### config.mk
export PLATFORM = sky130hd
export DESIGN_NAME = imh_ram
export DESIGN_NICKNAME = d
export VERILOG_FILES = /design/src/rtl/indexed_min_heap_macros.svh /design/src/rtl/imh_ram.sv
export SDC_FILE = /design/constraint.sdc
export NUM_CORES = 1
export LEC_CHECK = 0
export ABC_AREA = 1
export BUFFER_PORTS_ARGS = -buffer_cell sky130_fd_sc_hd__clkbuf_2
export CELL_PAD_IN_SITES_DETAIL_PLACEMENT = 1
export CELL_PAD_IN_SITES_GLOBAL_PLACEMENT = 2
export CORE_ASPECT_RATIO = 1.25
export CORE_MARGIN = 1.5
export CORE_UTILIZATION = 40
export CTS_CLUSTER_SIZE = 30
export DETAILED_ROUTE_END_ITERATION = 8
export PLACE_DENSITY = 0.77
export SLEW_MARGIN = 15
export SYNTH_ARGS = -nofsm -noshare
export SYNTH_HDL_FRONTEND = slang
export SYNTH_SLANG_ARGS = --single-unit
### constraint.sdc
create_clock -name clk -period 1.1 [get_ports clk]
set_input_delay 0.11 -clock clk [delete_from_list [all_inputs] [get_ports clk]]
set_output_delay 0.11 -clock clk [all_outputs]
set_load 0.1 [all_outputs]
### src/rtl/indexed_min_heap_macros.svh
// ----------------------------------------------------------------------------
// indexed_min_heap assertion macros
// concurrent assertion wrappers, empty when synthesizing
// ----------------------------------------------------------------------------
`ifndef INDEXED_MIN_HEAP_MACROS_SVH
`define INDEXED_MIN_HEAP_MACROS_SVH
`ifndef SYNTHESIS
`define IMH_ASSERT(lbl, clk, rst_n, prop, msg) \
	lbl: assert property (@(posedge clk) disable iff (!rst_n) (prop)) else $error(msg);
`define IMH_NEVER(lbl, clk, rst_n, cond, msg) \
	lbl: assert property (@(posedge clk) disable iff (!rst_n) !(cond)) else $error(msg);
`else
`define IMH_ASSERT(lbl, clk, rst_n, prop, msg)
`define IMH_NEVER(lbl, clk, rst_n, cond, msg)
`endif
`endif

### src/rtl/imh_ram.sv
// ----------------------------------------------------------------------------
// imh_ram
// simple dual-port ram, one write and one registered read per cycle
// ----------------------------------------------------------------------------
`default_nettype none
module imh_ram #(
	parameter int WIDTH = 8,
	parameter int DEPTH = 16,
	parameter int AW    = $clog2(DEPTH)
) (
	input  wire logic             clk,
	input  wire logic             we,
	input  wire logic [AW-1:0]    waddr,
	input  wire logic [WIDTH-1:0] wdata,
	input  wire logic [AW-1:0]    raddr,
	output logic      [WIDTH-1:0] rdata
);
	logic [WIDTH-1:0] mem_q [DEPTH];
	logic [WIDTH-1:0] rdata_q;

	always_ff @(posedge clk) begin
		if (we)
			mem_q[waddr] <= wdata;
		rdata_q <= mem_q[raddr];
	end

	assign rdata = rdata_q;
endmodule
`default_nettype wire

==> out/qor.csv, run 1 <==
stage,metric,value,unit
sta,Max-slew headroom,69.5,%
sta,TNS Setup,0,ns
setup_path,CP Data Required Time,0.99,ns
setup_path,crit path max-delay cell type,dfxtp_1,
drt,vias,3907,
sta,Max Freq,935,MHz
min_path,min-delay src,raddr[3],
clock_tree,CTS hold repair buffers,0,
synth,Synth area leaders,"edfxtp_1, nand2_1, nand3_1, inv_1, dfxtp_1",
cells_and_area,layout cells sized above 1,15.6,%
cells_and_area,nets,619,
global_route,pin count of the biggest net entering global routing,49,
cells_and_area,Finished Core Util,49.8,%
drt,TritonRoute pass-1 iters,4,
synth,"FF+latch count, synth",136,
setup_path,Worst Path Max Fanout,1,
floorplanning,# IOs,26,
floorplanning,die height,137,microns
sta,Slew @ Worst Pin,0.457,ns
clock_tree,CTS sink cnt,136,
min_path,Worst Hold Class,in -> reg,
floorplanning,Starting Density,41.4,%
setup_path,worst path cell trace,buf_12,
setup_path,Setup crit start kind,flop,
setup_path,"CP delay by family, top",flip-flops,
setup_path,CP Capture Type,output port,
cells_and_area,"commonest non-fill, non-tap cell in the layout",nand2_1,
cells_and_area,# diodes,0,
floorplanning,Core Footprint,0.0139,sq mm
clock_tree,"Clk pin slew, worst setup/hold paths",0.06,ns
setup_path,WP data arrival,0.96,ns
clock_tree,H-tree depth,4,
global_route,gr usage total,22.2,%
drt,final wirelength,15.1,mm
synth,Syn Area/Cell,10.5,sq um
placed_design,IO Port Bufs,25,
drt,initial drt markers,179,
cells_and_area,Synth-to-Final Area Change,20.3,%
sta,RSZ-0062 raised after global routing,false,
synth,Ys Warns,0,
cells_and_area,layout filler cell count,1536,
flow_run,Max Cap Violations,0,
synth,top cell type's share of synthesized area,66.7,%
clock_tree,clk_lat worst skew,0.42,ns
setup_path,Buf/Inv on CP,1,
synth,Netlist Area Pre-Place,0.00577,sq mm
clock_tree,Max Buffers Root-to-Sink,2,
synth,"Distinct cells, synth",12,
clock_tree,CTS tree,built,
sta,fin crit period,1.07,ns
setup_path,WS Path Type,reg -> out,
setup_path,R2R cell count,6,
floorplanning,DIE WIDTH,110,microns
global_route,first-pass GRT wire length,23.3,mm
drt,# DRC,0,
synth,"Seq/Total Area, Yosys",69.4,%
synth,Cells after Synth,551,
setup_path,"Largest stage delay, worst path",0.36,ns
placed_design,DP HPWL,9.95,mm
power_and_ir_drop,Leakage,0.00301,uW
floorplanning,std cell rows,48,
setup_path,Critical R2R Capture,rdata[5],
sta,Hold Fails Final Rpt,0,
power_and_ir_drop,Max IR drop VDD,0.833,mV
clock_tree,clock tree root buffer cell,clkbuf_16,
outcome,status,finished clean,
synth,"area leader, netlist",edfxtp_1,
clock_tree,post-CTS setup buffer count,0,
power_and_ir_drop,Final Total Pwr,12300,uW
min_path,cell count of the worst hold path,4,
setup_path,slack of the worst reg-to-reg path,0.08,ns
global_route,initial antenna violation count,0,
sta,Final Max Tran Viols,0,
synth,Syn Nets,569,
sta,final worst-path cycle share,97.2,%
floorplanning,die area,0.0152,sq mm
sta,clock skew,0.00759,ns
placed_design,gpl congestion,0.886,
cells_and_area,most frequent cells in the layout,"nand2_1, edfxtp_1, inv_1, nand3_1, buf_4",
min_path,WHS Endpoint,rdata[1],
drt,post-route ant nets,0,
sta,setup violators final,0,
global_route,gr ovfl total,0,
drt,Vias/cell,4.95,
drt,Wirelength per Cell,19.2,microns
power_and_ir_drop,Power Density,1780,mW/mm^2
global_route,number of global-route vias before repair,4157,
setup_path,worst reg2reg startpoint,mem_q[12][5],
clock_tree,CTS Buf Count,17,
how the worst max path moves through the flow:
stage                      from     endpoint  slack, ns  depth (start not counted)
floorplan              waddr[3]  mem_q[4][0]       0.04                          2
CTS                    rdata[1]     rdata[1]      0.009                          1
detailed placement     raddr[0]     rdata[5]      -0.16                          8
finish                 rdata[2]     rdata[2]       0.03                          1
global placement       raddr[0]     rdata[5]      -0.10                          8
global route        mem_q[1][1]     rdata[1]      0.003                          6
metal layers:
layer	vias to the layer above	global-route usage (%)	share of wire, %
li1	1875	-	-
met1	1927	26.4	42
met2	76	38.4	52
met3	29	4.40	3.3
met4	0	9.97	2.5
met5	-	0	0
cell usage after synthesis:
| cell | count |
|---|---|
| edfxtp_1 | 128 |
| nand3_1 | 97 |
| inv_1 | 100 |
| buf_2 | 13 |
| dfxtp_1 | 8 |
| buf_4 | 4 |
| nor2_1 | 17 |
| nand3b_1 | 2 |
| buf_1 | 1 |
| nand2_1 | 173 |
| inv_2 | 2 |
| buf_6 | 6 |
repair_timing:
item,in CTS,in global routing
setup endpoints to repair,5,3
endpoints found under the hold margin,0,0
gates resized for setup,7,4
pin swaps,0,1
kinds of logic (layout without fill, tap and decap cells):
family,Yosys count,in the layout,synth area share (%)
AND/OR/NAND/NOR,289,289,21.0
buffers and inverters,126,189,9.52
flip-flops,136,136,69.4
stage by stage:
stage / worst slack, ns / cell area (sq um) / hold slack (ns) / std cells
global route: 0.00284 / 6940 / 0.162 / 789
global placement: -0.105 / 6350 / 0.566 / 757
finish: 0.0307 / 6940 / 0.138 / 789
floorplan: 0.0392 / 5770 / 0.209 / 551
detailed placement: -0.165 / 6350 / 0.568 / 757
CTS: 0.00910 / 6920 / 0.134 / 789
state kept, by name, indices dropped and copies added (netlist names):
name   cells
rdata      8
mem_q    128
area by class of cell:
type	count	area [sq um]	area share [%]
clock buffers	20	457	6.58
clock inverters	12	103	1.48
inverters	102	383	5.52
multi-input cells	289	1230	17.7
flip-flops and latches	136	4020	57.9
well taps	175	219	3.16
repair buffers	55	533	7.68
power by group:
| part | total [uW] | switching [uW] | internal (uW) |
|---|---|---|---|
| Sequential | 5860 | 60.9 | 5800 |
| Combinational | 1130 | 778 | 352 |
| Clock | 5340 | 2130 | 3210 |
| Total | 12300 | 2970 | 9360 |
(Power assumes the default switching activity.)
==> inputs of run 2 (changes only) <==
Settings changed: RECOVER_POWER from default to 50.
==> out/qor.csv, run 2 (synthesized netlist as in run 1, its figures left out) <==
stage,metric,value,unit,change
clock_tree,H-tree depth,4,,unchanged
sta,Hold Fails Final Rpt,0,,unchanged
power_and_ir_drop,Power Density,1780,mW/mm^2,+0.23%
sta,clock skew,0.00809,ns,+0.000502 ns
floorplanning,Starting Density,41.4,%,unchanged
cells_and_area,layout filler cell count,1542,,+0.39%
setup_path,crit path max-delay cell type,dfxtp_1,,
clock_tree,clock tree root buffer cell,clkbuf_16,,
setup_path,WS Path Type,reg -> out,,
drt,# DRC,0,,unchanged
clock_tree,CTS hold repair buffers,0,,unchanged
sta,"Worst Setup Slack, final",0.0301,ns,-0.000564 ns
setup_path,R2R cell count,6,,unchanged
clock_tree,CTS tree,built,,
setup_path,Worst Path Max Fanout,1,,unchanged
global_route,number of global-route vias before repair,4157,,unchanged
power_and_ir_drop,Final Total Pwr,12300,uW,about the same
min_path,cell count of the worst hold path,4,,unchanged
global_route,pin count of the biggest net entering global routing,49,,unchanged
clock_tree,CTS Buf Count,17,,unchanged
power_and_ir_drop,Leakage,0.00298,uW,-1.0%
placed_design,IO Port Bufs,25,,unchanged
drt,post-route ant nets,0,,unchanged
sta,RSZ-0062 raised after global routing,false,,
floorplanning,die height,137,microns,unchanged
global_route,initial antenna violation count,0,,unchanged
cells_and_area,"commonest non-fill, non-tap cell in the layout",nand2_1,,
cells_and_area,Synth-to-Final Area Change,20.1,%,
cells_and_area,nets,619,,unchanged
sta,Slew @ Worst Pin,0.956,ns,+0.499 ns
floorplanning,Core Footprint,0.0139,sq mm,unchanged
floorplanning,DIE WIDTH,110,microns,unchanged
setup_path,CP Depth,1,,unchanged
clock_tree,Max Buffers Root-to-Sink,2,,unchanged
sta,setup violators final,0,,unchanged
cells_and_area,Finished Core Util,49.7,%,-0.11 points
setup_path,"CP delay by family, top",flip-flops,,
sta,Max-slew headroom,36.3,%,-33 points
clock_tree,clk_lat worst skew,0.42,ns,about the same
clock_tree,post-CTS setup buffer count,0,,unchanged
drt,Wirelength per Cell,19.3,microns,+0.44%
global_route,gr ovfl total,0,,unchanged
sta,Final Max Tran Viols,0,,unchanged
cells_and_area,max reg flops,128,,unchanged
placed_design,gpl congestion,0.886,,unchanged
cells_and_area,Biggest register,mem_q,,
global_route,gr usage total,22.2,%,unchanged
cells_and_area,layout cells sized above 1,14.0,%,-1.6 points
floorplanning,std cell rows,48,,unchanged
setup_path,Setup crit start kind,flop,,
sta,Max Freq,935,MHz,about the same
global_route,first-pass GRT wire length,23.3,mm,unchanged
cells_and_area,most frequent cells in the layout,"nand2_1, edfxtp_1, inv_1, nand3_1, buf_4",,
drt,TritonRoute pass-1 iters,4,,unchanged
drt,final wirelength,15.2,mm,+0.44%
sta,final worst-path cycle share,97.3,%,about the same
flow_run,Max Cap Violations,0,,unchanged
sta,fin crit period,1.07,ns,+0.000564 ns
floorplanning,# IOs,26,,unchanged
floorplanning,die area,0.0152,sq mm,unchanged
placed_design,Setup Slack @ Placement,-0.165,ns,unchanged
clock_tree,CTS sink cnt,136,,unchanged
setup_path,CP Data Required Time,0.99,ns,about the same
setup_path,worst path cell trace,buf_12,,
clock_tree,"Clk pin slew, worst setup/hold paths",0.06,ns,about the same
drt,Vias/cell,4.97,,+0.46%
placed_design,Cells after DPL,757,,unchanged
cells_and_area,final std cells w/o fill,789,,unchanged
cells_and_area,# diodes,0,,unchanged
outcome,status,finished clean,,
placed_design,DP HPWL,9.95,mm,unchanged
setup_path,"Largest stage delay, worst path",0.36,ns,about the same
setup_path,WP data arrival,0.96,ns,about the same
min_path,Worst Hold Class,in -> reg,,
drt,initial drt markers,173,,-3.4%
setup_path,Buf/Inv on CP,1,,unchanged
drt,vias,3925,,+0.46%
setup_path,CP Capture Type,output port,,
power_and_ir_drop,Max IR drop VDD,0.833,mV,about the same
-- run 2: path summary, 6_finish.rpt --
| path | startpoint | end | slack [ns] |
|---|---|---|---|
| setup / recovery | rdata[2] | rdata[2] | 0.03 |
| hold / removal | raddr[3] | rdata[1] | 0.14 |
| setup reg to reg | mem_q[14][0] | rdata[0] | 0.07 |
| hold reg to reg | mem_q[10][2] | rdata[2] | 0.67 |
-- run 2: final cells by class --
class	count	area, sq um	share of cell area (%)
Clock inverter	12	103	1.48
Timing Repair Buffer	55	518	7.48
Inverter	102	383	5.53
Multi-Input combinational cell	289	1230	17.7
Tap cell	175	219	3.16
Clock buffer	20	457	6.60
Sequential cell	136	4020	58.0
-- run 2: report_power, final --
group / switching (uW) / internal [uW] / leakage [uW]
combinational: 780 / 346 / 0.00149
clock: 2130 / 3210 / 0.000269
sequential: 61.0 / 5800 / 0.00122
-- run 2: through the flow --
step	instance area, sq um	hold slack [ns]	setup TNS [ns]
floorplan	5770	0.209	0
global placement	6350	0.566	-0.739
detailed placement	6350	0.568	-3.29
CTS	6920	0.134	0
global route	6920	0.162	0
finish	6920	0.140	0
-- run 2: timing repair --
item | 4_1_cts | 5_1_grt
endpoints found under the setup margin | 5 | 3
resized for setup | 7 | 4
endpoints found under the hold margin | 0 | 0
pin swaps | 0 | 1
-- run 2: metal layers --
layer  routed length (microns)  up-vias  global-route usage, %  part of all wire, %
li1                          -     1875                      -                    -
met3                       517       27                   4.40                  3.4
met4                       374        0                   9.97                  2.5
met1                      6410     1939                   26.4                   42
met5                         0        -                      0                    0
met2                      7890       84                   38.4                   52
